$ cat src/bfa_ram.sv
// Generic single-port-write, single-port-read RAM with registered read data.
`timescale 1ns / 1ps
`default_nettype none
module bfa_ram #(
  parameter int WIDTH = 8,
  parameter int DEPTH = 16
) (
  input  wire logic                     clk,
  input  wire logic                     we,
  input  wire logic [$clog2(DEPTH)-1:0] waddr,
  input  wire logic [WIDTH-1:0]         wdata,
  input  wire logic [$clog2(DEPTH)-1:0] raddr,
  output logic      [WIDTH-1:0]         rdata
);
  logic [WIDTH-1:0] mem [DEPTH];

  always_ff @(posedge clk) begin
    if (we) begin
      mem[waddr] <= wdata;
    end
    rdata <= mem[raddr];
  end
endmodule
`default_nettype wire
$ cat config.mk
export PLATFORM = sky130hd
export DESIGN_NAME = bfa_ram
export DESIGN_NICKNAME = d
export VERILOG_FILES = /design/src/bfa_ram.sv
export SDC_FILE = /design/constraint.sdc
export NUM_CORES = 1
export LEC_CHECK = 0
export BUFFER_PORTS_ARGS = -buffer_cell sky130_fd_sc_hd__buf_2
export CORE_UTILIZATION = 50
export CTS_CLUSTER_DIAMETER = 200
export DETAILED_ROUTE_END_ITERATION = 8
export HOLD_SLACK_MARGIN = 0.1
export PLACE_DENSITY = 0.7
export SLEW_MARGIN = 0
export SYNTH_ARGS = -nofsm -noshare
export SYNTH_HDL_FRONTEND = slang
export SYNTH_SLANG_ARGS = --single-unit
$ cat constraint.sdc
create_clock -name clk -period 2.45 [get_ports clk]
set_clock_uncertainty 0.2 [all_clocks]
set_input_delay 0.245 -clock clk [delete_from_list [all_inputs] [get_ports clk]]
set_output_delay 0.245 -clock clk [all_outputs]
set_load 0.02 [all_outputs]
After elaboration in Yosys (flattened, before gate mapping). Memory sizes are Yosys's and may differ from the RTL's. A register that Yosys moved wholly into a read port is not among the register bits. Cells that the tools add are included.

Register bits: 0. Bits in latches: 0. Memories: 1. Logic and storage cells: 3. ROM bits: 0. Input bits: 18. RAM bits: 128. Output and inout port bits: 8.

Memories: mem (words 16, bits a word 8, rd ports 1, clocked after Yosys merged registers in 1, write ports 1, RTL line 15) `logic [WIDTH-1:0] mem [DEPTH];`.

Mux-type cells: 2. Reduce and logical (&&, ||, !) cells: 0. $add $sub $neg: 0. Multipliers: 0. Bitwise operators: 0. Shifts and indexed selects: 0. Divide/modulo/power cells: 0. Equality and inequality tests: 0. Magnitude comparators: 0.

Operators with widths (number): 1-bit 2-to-1 mux (2).

Logic depth before layout (Yosys ltp). Gate-level depths: netlist of the first run.

Depth after elaboration: 2. Mapped depth: 5. Mapped depth without buffers: 3.

Least setup slack after synthesis of the first run. Ideal clock, no wire load.

Kind: input port to flip-flop. Start: input waddr[2]. End: memory mem[0][0] (enable). Required time: 1867 ps. Buffers on the path: 0. Arrival: 1355 ps. Slack: 512 ps. Stages: 2. Library setup time: 383 ps. Cells stage by stage: or3b_2 nor3_1.

RTL lines: from (decl) (RTL line 10) `input wire logic [$clog2(DEPTH)-1:0] waddr,`; to (decl) (RTL line 15).

Straight into the memory's write port.

Worst setup path in the final report of the first run.
Start: input waddr[2]. End: memory mem[2][6] (enable).

Straight into the memory's write port.

==> flow_metrics.env, run 1 <==
export IMPL_status="finished clean"
export IMPL_whs_path_depth=5
export IMPL_insertion_delay_ps=520
export IMPL_p_switching_uw=1064
export IMPL_reg2regPathDepth=3
export IMPL_synthCells=229
export IMPL_max_slew_margin_pct=46.34
export IMPL_synth_top_area_cell="edfxtp_1"
export IMPL_cts_tree="yes"
export IMPL_syn_cell_area_um2=5147
export IMPL_wire_per_inst_um=21.90
export IMPL_cts_reportedPaths_clkPinSlew_ps=60
export IMPL_multiInputGateArea_um2=1057
export IMPL_antenna_found_initial=0
export IMPL_cap_violations=0
export IMPL_p_total_uw=5380
export IMPL_syn_nets=247
export IMPL_crit_slowest_cell="dlygate4sd3_1"
export IMPL_fmax_ghz=0.4644
export IMPL_cp_max_fo=4
export IMPL_place_hpwl_um=6204
export IMPL_ff_latch_area_um2=4004
export IMPL_die_width_um=103.5
export IMPL_p_sw_share_pct=19.77
export IMPL_cts_htree_levels=4
export IMPL_required_ps=2480
export IMPL_period_needed_ps=2153
export IMPL_place_congestion=0.8099
export IMPL_antenna_cells=0
export IMPL_dieArea_um2=10710
export IMPL_crit_arrival_ps=2180
export IMPL_grt_pass1_vias=2556
export IMPL_grt_usage_pct=21.18
export IMPL_power_frac_clock_pct=46.2
export IMPL_dr_pass1_iters=4
export IMPL_cp_end_kind="flip-flop"
export IMPL_finalMaxSlewViolations=0
export IMPL_crit_path_start_kind="primary input"
export IMPL_start_util_pct=52.18
export IMPL_drc=0
export IMPL_yosys_area_top_type_share_pct=74.67
export IMPL_antenna_left=0
export IMPL_synth_area_per_cell_um2=22.48
export IMPL_fin_nets=321
export IMPL_worstPathCellList="dlygate4sd3_1 -> buf_2 -> or3b_2 -> nor2_1 -> dlygate4sd3_1"
export IMPL_fillCellCount=662
export IMPL_ios=26
export IMPL_leakagePower_uw=0.002195
export IMPL_path_class="primary input to flip-flop"
export IMPL_drtIter0Drc=121
export IMPL_worst_pin_slew_ps=803.2
export IMPL_timing_rr_start="mem[2][4]$_DFFE_PP_"
export IMPL_power_density_nw_per_um2=852.8
export IMPL_min_to="rdata[0]$_DFF_P_"
export IMPL_hold_viol=0
export IMPL_vias=2508
export IMPL_core_rowCount=36
export IMPL_seq_power_share_pct=48.7
export IMPL_period_share_pct=87.89
export IMPL_path_delay_family="buffers and inverters"
export IMPL_grt_max_degree=33
export IMPL_path_buf_inv=3
export IMPL_coreArea_um2=9864
export IMPL_grt_setup_unrepaired="no"
export IMPL_reg2reg_setup_slack_ps=870
export IMPL_p_int_uw=4316
export IMPL_vias_per_cell=5.586
export IMPL_area_growth_pct=22.56
export IMPL_drt_wl_total_um=9835
export IMPL_r2r_end="rdata[4]$_DFF_P_"
export IMPL_ys_seq_area_share_pct=77.78
export IMPL_crit_top_cell="dlygate4sd3_1"
export IMPL_min_delay_start="raddr[2]"
export IMPL_ir_drop_uv=403.8
export IMPL_setup_violations=0
export IMPL_gr_total_overflow=0
export IMPL_cts_buffers=17
export IMPL_clockRootBuffer="clkbuf_8"
export IMPL_synthTopCellsByArea="edfxtp_1 (75%), mux4_2 (7.9%), mux4_1 (7.1%), dfxtp_1 (3.1%), a22oi_1 (2.3%)"
export IMPL_combPwrFrac_pct=5.1
export IMPL_yosysWarnings=0
export IMPL_yosysUniqueCellTypes=19
export IMPL_cts_sinks=136
export IMPL_min_path_type="primary input to flip-flop"
export IMPL_max_stage_delay_ps=610
export IMPL_fin_setup_tns_ps=0
export IMPL_port_buffer_count=25
export IMPL_die_h_um=103.5
export IMPL_drive_gt1_share_pct=31.65
export IMPL_ys_ff_latch=136
export IMPL_clockBufferDepth=2
export IMPL_cp_depth=5
export IMPL_grt_pass1_wl_um=14800
-- routing by layer --
metal  vias to the layer above  GRT usage (%)  wire (µm)
met5                         -              0          0
met3                        15          5.780        662
met1                      1276          27.40       4066
met4                         0          10.08        166
li1                       1125              -          -
met2                        92          33.67       4939
-- per-stage QoR --
step,cells,worst slack [ps],hold WS [ps],utilization [%],area [µm²]
2_1_floorplan,229,512.1,143.9,-,5147
3_3_place_gp,402,537.7,433.2,56.42,5565
3_5_place_dp,402,524.3,443.1,56.42,5565
4_1_cts,449,332.1,111.1,63.95,6309
5_1_grt,449,255.8,132.9,63.95,6309
6_report,449,296.6,127.5,63.95,6309
-- layout by cell type (no fill, tap or decap) --
cell           instances
nor2b_1                1
clkinv_4               1
mux4_1                14
nand2_1                9
buf_12                 2
mux4_2                18
and2b_1                1
edfxtp_1             128
and2_1                 1
clkbuf_8               3
nor2_1                13
dlygate4sd3_1         15
nand3b_1               2
nand2b_1               2
clkbuf_16             16
dfxtp_1                8
inv_6                  1
buf_4                 23
nor3_1                 4
clkinv_2               5
clkinvlp_4             2
bufinv_16              3
nand3_1                1
buf_2                 25
a22oi_1               16
or3b_2                 1
clkinv_1               1
-- final cells by class --
type | count | area share (%)
flip-flops and latches | 136 | 63.47
multi-input cells | 83 | 16.76
repair buffers | 65 | 7.735
clock buffers | 19 | 7.001
well taps | 133 | 2.638
clock inverters | 13 | 2.400
-- worst reg2reg max path, cell delays in order, from the launching register on --
cell	delay (ps)
edfxtp_1	400
mux4_2	470
a22oi_1	300
nand2_1	100
-- logic make-up (layout without fill, tap and decap cells) --
kind of cell	after synthesis	after routing	synth area share [%]
AOI/OAI and AO/OA	16	16	2.334
buffers and inverters	10	97	1.677
DFF	136	136	77.78
muxes	32	32	15.02
and+or+nand+nor	35	35	3.184
-- sequential cells by signal, summed over array words and instances, names as in the netlist --
| name | flops |
|---|---|
| mem | 128 |
| rdata | 8 |
-- synth_stat cells, drive strengths merged --
master	number
edfxtp	128
nand3	1
nand2	9
nor3	4
and2	1
clkdlybuf4s25	3
mux4	32
and2b	1
or3b	1
nand2b	2
nor2	13
nor2b	1
nand3b	2
a22oi	16
dfxtp	8
buf	7
-- power by group through the flow --
stage / Combinational (µW) / Clock, µW / Sequential (µW)
2_1_floorplan: 132 / 0 / 2680
6_report: 276 / 2490 / 2620
3_5_place_dp: 261 / 0 / 2670
5_1_grt: 298 / 2620 / 2620
3_3_place_gp: 255 / 0 / 2660
4_1_cts: 279 / 2520 / 2620
-- worst max-delay path by stage --
stage | start | endpoint | slack (ps)
after floorplan | waddr[2] | mem[0][0]$_DFFE_PP_ | 510
after global routing | waddr[2] | mem[2][4]$_DFFE_PP_ | 260
after global placement | raddr[0] | rdata[1]$_DFF_P_ | 540
after CTS | waddr[2] | mem[2][6]$_DFFE_PP_ | 330
after detailed placement | raddr[0] | rdata[1]$_DFF_P_ | 520
final | waddr[2] | mem[2][6]$_DFFE_PP_ | 300
-- repair_timing --
action,4_1_cts,5_1_grt
setup buffers,0,0
hold buffers,15,0
hold endpoints to repair,150,0
gates resized for setup,0,0
(Power assumes the default switching activity.)
==> run 2: changes to the inputs <==
Settings changed: PLACE_DENSITY 0.7 to 0.67.
==> run 2 against run 1 <==
  * Design area shrank 0.83%
  * Combinational power shrank 2%
  * Hold slack improved by 0.96 ps
  * Critical path depth is the same
  * Final cell count shrank 1.8%
  * Routed wire length fell by 0.78%
  * Sequential power about the same
  * Count of clock-buffer cells in the layout up 1
  * Non-clock buffer count decreased by 8
  * Critical path type unchanged
==> flow_metrics.env, run 2 (synthesized netlist as in run 1, its figures left out) <==
export IMPL_status="finished clean"
export IMPL_path_class="primary input to flip-flop"
export IMPL_grtUsageMet1_pct=27.88
export IMPL_max_slew_margin_pct=72.09
export IMPL_leakagePower_uw=0.002154
export IMPL_cts_buffers=17
export IMPL_final_common_cell="edfxtp_1"
export IMPL_mostFrequentLayoutCells="edfxtp_1 (128), buf_2 (25), buf_4 (19)"
export IMPL_start_util_pct=52.18
export IMPL_grt_setup_unrepaired="no"
export IMPL_min_path_type="primary input to flip-flop"
export IMPL_clockBufferDepth=2
export IMPL_crit_arrival_ps=1870
export IMPL_setup_violations=0
export IMPL_max_stage_delay_ps=580
export IMPL_reg2regPathDepth=3
export IMPL_top_register="mem"
export IMPL_timing_rr_start="mem[7][7]$_DFFE_PP_"
export IMPL_drive_gt1_share_pct=30.84
export IMPL_drt_wl_total_um=9758
export IMPL_reg2reg_setup_slack_ps=840
export IMPL_grt_pass1_vias=2376
export IMPL_fin_setup_tns_ps=0
export IMPL_min_to="rdata[1]$_DFF_P_"
export IMPL_antenna_left=0
export IMPL_power_density_nw_per_um2=872.3
export IMPL_dr_pass1_iters=4
export IMPL_hold_ws_ps=128.4
export IMPL_antenna_cells=0
export IMPL_place_hpwl_um=6140
export IMPL_die_h_um=103.5
export IMPL_ios=26
export IMPL_ir_drop_uv=341.5
export IMPL_post_cts_buffers=0
export IMPL_worstPathCellList="dlygate4sd3_1 -> buf_2 -> nor3_1 -> dlygate4sd3_1 -> buf_4"
export IMPL_wire_per_inst_um=22.13
export IMPL_met3_usage_pct=5.309
export IMPL_grt_met2_usage_pct=31.89
export IMPL_die_width_um=103.5
export IMPL_cp_end_kind="flip-flop"
export IMPL_grt_usage_pct=20.39
export IMPL_drc=0
export IMPL_port_buffer_count=25
export IMPL_insertion_delay_ps=510
export IMPL_cts_htree_levels=4
export IMPL_place_congestion=0.6937
export IMPL_top_usage_layer="met2"
export IMPL_vias=2477
export IMPL_r2r_end="rdata[7]$_DFF_P_"
export IMPL_finalMaxSlewViolations=0
export IMPL_required_ps=2460
export IMPL_crit_path_start_kind="primary input"
export IMPL_core_rowCount=36
export IMPL_fmax_ghz=0.5363
export IMPL_clockRootBuffer="clkbuf_8"
export IMPL_whs_path_depth=5
export IMPL_fin_cells=441
export IMPL_drtIter0Drc=125
export IMPL_worst_pin_slew_ps=418.7
export IMPL_crit_slowest_cell="dlygate4sd3_1"
export IMPL_dieArea_um2=10710
export IMPL_period_needed_ps=1865
export IMPL_hold_viol=0
export IMPL_cp_max_fo=8
export IMPL_fin_nets=313
export IMPL_grt_pass1_wl_um=14280
export IMPL_period_share_pct=76.10
export IMPL_cts_reportedPaths_clkPinSlew_ps=60
export IMPL_cap_violations=0
export IMPL_final_core_utilization_pct=63.42
export IMPL_cts_tree="yes"
export IMPL_final_area_um2=6256
export IMPL_largestRegisters="mem x128, rdata x8"
export IMPL_antenna_found_initial=0
export IMPL_coreArea_um2=9864
export IMPL_placed_cells=398
export IMPL_vias_per_cell=5.617
export IMPL_area_growth_pct=21.54
export IMPL_placed_cell_area_um2=5535
export IMPL_gr_total_overflow=0
export IMPL_min_delay_start="raddr[2]"
export IMPL_crit_top_cell="dlygate4sd3_1"
export IMPL_largest_reg_flops=128
export IMPL_cts_sinks=136
export IMPL_grt_max_degree=33
run 2: cell types whose count changed in the layout (fill, tap and decap cells not counted):
cell | previous run | this run
clkinv_4 | 1 | 0
clkinvlp_4 | 2 | 3
clkbuf_8 | 3 | 2
inv_6 | 1 | 2
buf_4 | 23 | 19
clkinv_2 | 5 | 3
dlygate4sd3_1 | 15 | 11
clkinv_1 | 1 | 0
bufinv_16 | 3 | 4
clkbuf_1 | 0 | 2
run 2: final cells by class:
| class | instances | area, µm² |
|---|---|---|
| sequential | 136 | 4004 |
| clock buffer | 20 | 435.4 |
| tap | 133 | 166.4 |
| timing repair buffer | 57 | 417.9 |
| fill | 679 | 3608 |
| multi-input combinational | 83 | 1057 |
| clock inverter | 12 | 175.2 |
run 2: per-stage QoR:
step / setup WS (ps) / power, µW
finish: 585.4 / 5457
global route: 554.8 / 5619
CTS: 631.3 / 5500
detailed placement: 562.8 / 2927
global placement: 566.6 / 2921
floorplan: 512.1 / 2812
run 2: timing repair:
action,in CTS,in global routing
resized for setup,0,0
hold buffers,11,0
endpoints found under the hold margin,147,0
run 2: how the worst max path moves through the flow:
stage / from / end / slack (ps) / cells past startpoint
final: waddr[1] / mem[4][5]$_DFFE_PP_ / 590 / 5
after floorplan: waddr[2] / mem[0][0]$_DFFE_PP_ / 510 / 2
after global placement: raddr[0] / rdata[7]$_DFF_P_ / 570 / 5
after detailed placement: raddr[0] / rdata[7]$_DFF_P_ / 560 / 5
after CTS: waddr[1] / mem[4][1]$_DFFE_PP_ / 630 / 5
after global routing: waddr[1] / mem[4][5]$_DFFE_PP_ / 550 / 5
run 2: critical path: cells and delay by family:
kind,cells,cell delay [ps]
buffers and inverters,4,1440
AND/OR/NAND/NOR,1,190
run 2: power by group:
part / switching (µW) / internal [µW]
Sequential: 15.9 / 2600
Combinational: 153 / 118
Clock: 890 / 1680
run 2: metal layers:
metal  part of all wire, %  vias up
li1                      -     1104
met1                    44     1293
met2                    50       76
met3                   4.8        4
met4                  0.73        0
met5                     0        -
==> run 3: changes to the inputs <==
Settings changed: ABC_AREA set to 1.
Clock period 2.45 ns to 1.9 ns, I/O delays scaled along.
==> run 3 against run 2 <==
  * Clock power increased by 41%
  * Worst setup slack worse by 4.3 ps
  * Sequential power increased by 29%
  * Final cell count rose by 71%
  * Die area grew 12%
  * Hold slack got worse by 4.1 ps
  * Register-to-register slack lost 140 ps
  * Synthesized area is 12% higher
  * Utilization fell by 1.4 points
==> flow_metrics.env, run 3 <==
export IMPL_min_path_type="primary input to flip-flop"
export IMPL_start_util_pct=52.28
export IMPL_core_rowCount=38
export IMPL_required_ps=1510
export IMPL_max_stage_delay_ps=350
export IMPL_synth_edff_count=128
export IMPL_finalMaxSlewViolations=0
export IMPL_power_density_nw_per_um2=1088
export IMPL_drive_gt1_share_pct=12.87
export IMPL_synthAdderAreaFrac_pct=0
export IMPL_placed_cell_area_um2=6091
export IMPL_synth_compound_area_share_pct=0
export IMPL_fin_nets=620
export IMPL_die_width_um=109.4
export IMPL_coreArea_um2=11030
export IMPL_path_buf_inv=1
export IMPL_dr_pass1_iters=4
export IMPL_insertion_delay_ps=410
export IMPL_cts_reportedPaths_clkPinSlew_ps=60
export IMPL_met2WireLength_um=6210
export IMPL_port_buffer_count=25
export IMPL_ys_ff_latch=136
export IMPL_synth_top_family_by_area="simple AND/OR/NAND/NOR gates"
export IMPL_status="finished clean"
export IMPL_clockRootBuffer="clkbuf_16"
export IMPL_final_common_cell="nand2_1"
export IMPL_gr_total_overflow=0
export IMPL_crit_path_start_kind="flip-flop"
export IMPL_cp_max_fo=1
export IMPL_cts_sinks=136
export IMPL_yosysWarnings=0
export IMPL_top_register="mem"
export IMPL_highest_layer="met4"
export IMPL_dpl_worst_slack_ps=327.8
export IMPL_drtIter0Drc=301
export IMPL_synth_top_area_cell="edfxtp_1"
export IMPL_leakagePower_uw=0.002989
export IMPL_syn_nets=569
export IMPL_cts_buffers=17
export IMPL_drc=0
export IMPL_wire_per_inst_um=16.81
export IMPL_crit_slowest_cell="dfxtp_1"
export IMPL_grt_pass1_wl_um=19430
export IMPL_cap_violations=0
export IMPL_antenna_cells=0
export IMPL_setup_violations=0
export IMPL_yosysMostFrequentCell="nand2_1"
export IMPL_final_area_um2=6837
export IMPL_grt_max_degree=65
export IMPL_synthTopCellsByCount="nand2_1 (173), edfxtp_1 (128), inv_1 (100)"
export IMPL_period_needed_ps=1319
export IMPL_grt_setup_unrepaired="no"
export IMPL_ios=26
export IMPL_cts_tree="yes"
export IMPL_grt_usage_pct=23.33
export IMPL_place_congestion=0.7966
export IMPL_dieArea_um2=11970
export IMPL_drt_wl_total_um=12670
export IMPL_antenna_left=0
export IMPL_clockBufferDepth=2
export IMPL_synth_area_per_cell_um2=10.47
export IMPL_area_growth_pct=18.55
export IMPL_ctsResizeCount=0
export IMPL_worstPathCellList="buf_2"
export IMPL_hold_viol=0
export IMPL_yosys_area_share_simple_pct=21.05
export IMPL_vias=3815
export IMPL_fillCellCount=898
export IMPL_vias_per_cell=5.060
export IMPL_crit_arrival_ps=930
export IMPL_synthTopCellsByArea="edfxtp_1 (67%), nand2_1 (11%), nand3_1 (8.4%), inv_1 (6.5%), dfxtp_1 (2.8%)"
export IMPL_mostFrequentLayoutCells="nand2_1 (173), edfxtp_1 (128), inv_1 (100)"
export IMPL_syn_cell_area_um2=5767
export IMPL_path_class="flip-flop to output pin"
export IMPL_grt_pass1_vias=3606
export IMPL_cts_htree_levels=4
export IMPL_ys_seq_area_share_pct=69.43
export IMPL_yosysUniqueCellTypes=12
export IMPL_yosys_area_top_type_share_pct=66.65
export IMPL_async_flop_share_pct=0
export IMPL_fin_setup_tns_ps=0
export IMPL_largestRegisters="mem x128, rdata x8"
export IMPL_synth_xor_area_share_pct=0
export IMPL_dr_wl_met3_um=756
export IMPL_cp_end_kind="output pin"
export IMPL_largest_reg_flops=128
export IMPL_worst_pin_slew_ps=406.3
export IMPL_m1WireLength_um=5447
export IMPL_die_h_um=109.4
export IMPL_max_slew_margin_pct=72.91
export IMPL_period_share_pct=69.41
export IMPL_antenna_found_initial=0
export IMPL_synth_flop_cell="edfxtp_1"
export IMPL_ir_drop_uv=795.5
export IMPL_place_hpwl_um=7418
export IMPL_synthCells=551
export IMPL_setup_slack_ps=581.1
export IMPL_fmax_ghz=0.7582
export IMPL_synth_mux_area_share_pct=0
export IMPL_path_delay_family="flip-flops"
==> run 3: changes by cell type after synthesis, sizes merged, moves of 3 or more <==
cell,delta
buf,+17
nor3,-4
inv,+102
nand3,+96
mux4,-32
clkdlybuf4s25,-3
a22oi,-16
nor2,+4
nand2,+164
==> run 3: per-stage QoR <==
step	hold WS, ps	util [%]	cells	total power (µW)
finish	124.4	61.98	754	7440
CTS	111.9	61.98	754	7484
detailed placement	370.8	55.22	714	3867
global placement	366.6	55.22	714	3856
global route	160.9	61.98	754	7653
floorplan	88.87	-	551	3694
==> run 3: logic make-up (layout without fill, tap and decap cells) <==
group                  count (synthesis)  after routing
flip-flops                           136            136
AND/OR/NAND/NOR                      289            289
buffers and inverters                126            189
==> run 3: worst reg2reg max path: cells and delay by family (launching register included) <==
kind	cells	cell delay (ps)
flip-flops	1	350
buffers and inverters	1	70
AND/OR/NAND/NOR	5	470
==> run 3: worst paths after layout <==
check	from	cells after the start	end	slack, ps
max	rdata[7]$_DFF_P_	1	rdata[7]	580
min	raddr[2]	5	rdata[4]$_DFF_P_	120
max reg2reg	mem[6][1]$_DFFE_PP_	6	rdata[1]$_DFF_P_	700
min reg2reg	mem[14][4]$_DFFE_PP_	6	rdata[4]$_DFF_P_	470
==> run 3: layer usage <==
metal	vias to the layer above	global-route usage, %
met1	1809	30.80
li1	1876	-
met4	0	10.48
met5	-	0
met3	15	5.928
met2	115	36.57
==> run 3: layout make-up <==
type                            count  area, µm²  share of cell area (%)
Sequential cell                   136       4004                   58.57
Multi-Input combinational cell    289       1214                   17.75
Clock buffer                       17      425.4                   6.223
Timing Repair Buffer               56      405.4                   5.930
Inverter                          102      382.9                   5.600
Clock inverter                     14      230.2                   3.367
Tap cell                          140      175.2                   2.562
==> run 3: power by group <==
part | internal, µW | total (µW) | switching [µW]
registers | 3350 | 3370 | 19.6
logic | 136 | 444 | 308
clock network | 2440 | 3620 | 1180
==> run 3: repair_timing <==
action,in CTS,in global routing
hold buffers,9,0
hold endpoints to repair,136,0
setup buffers,0,0
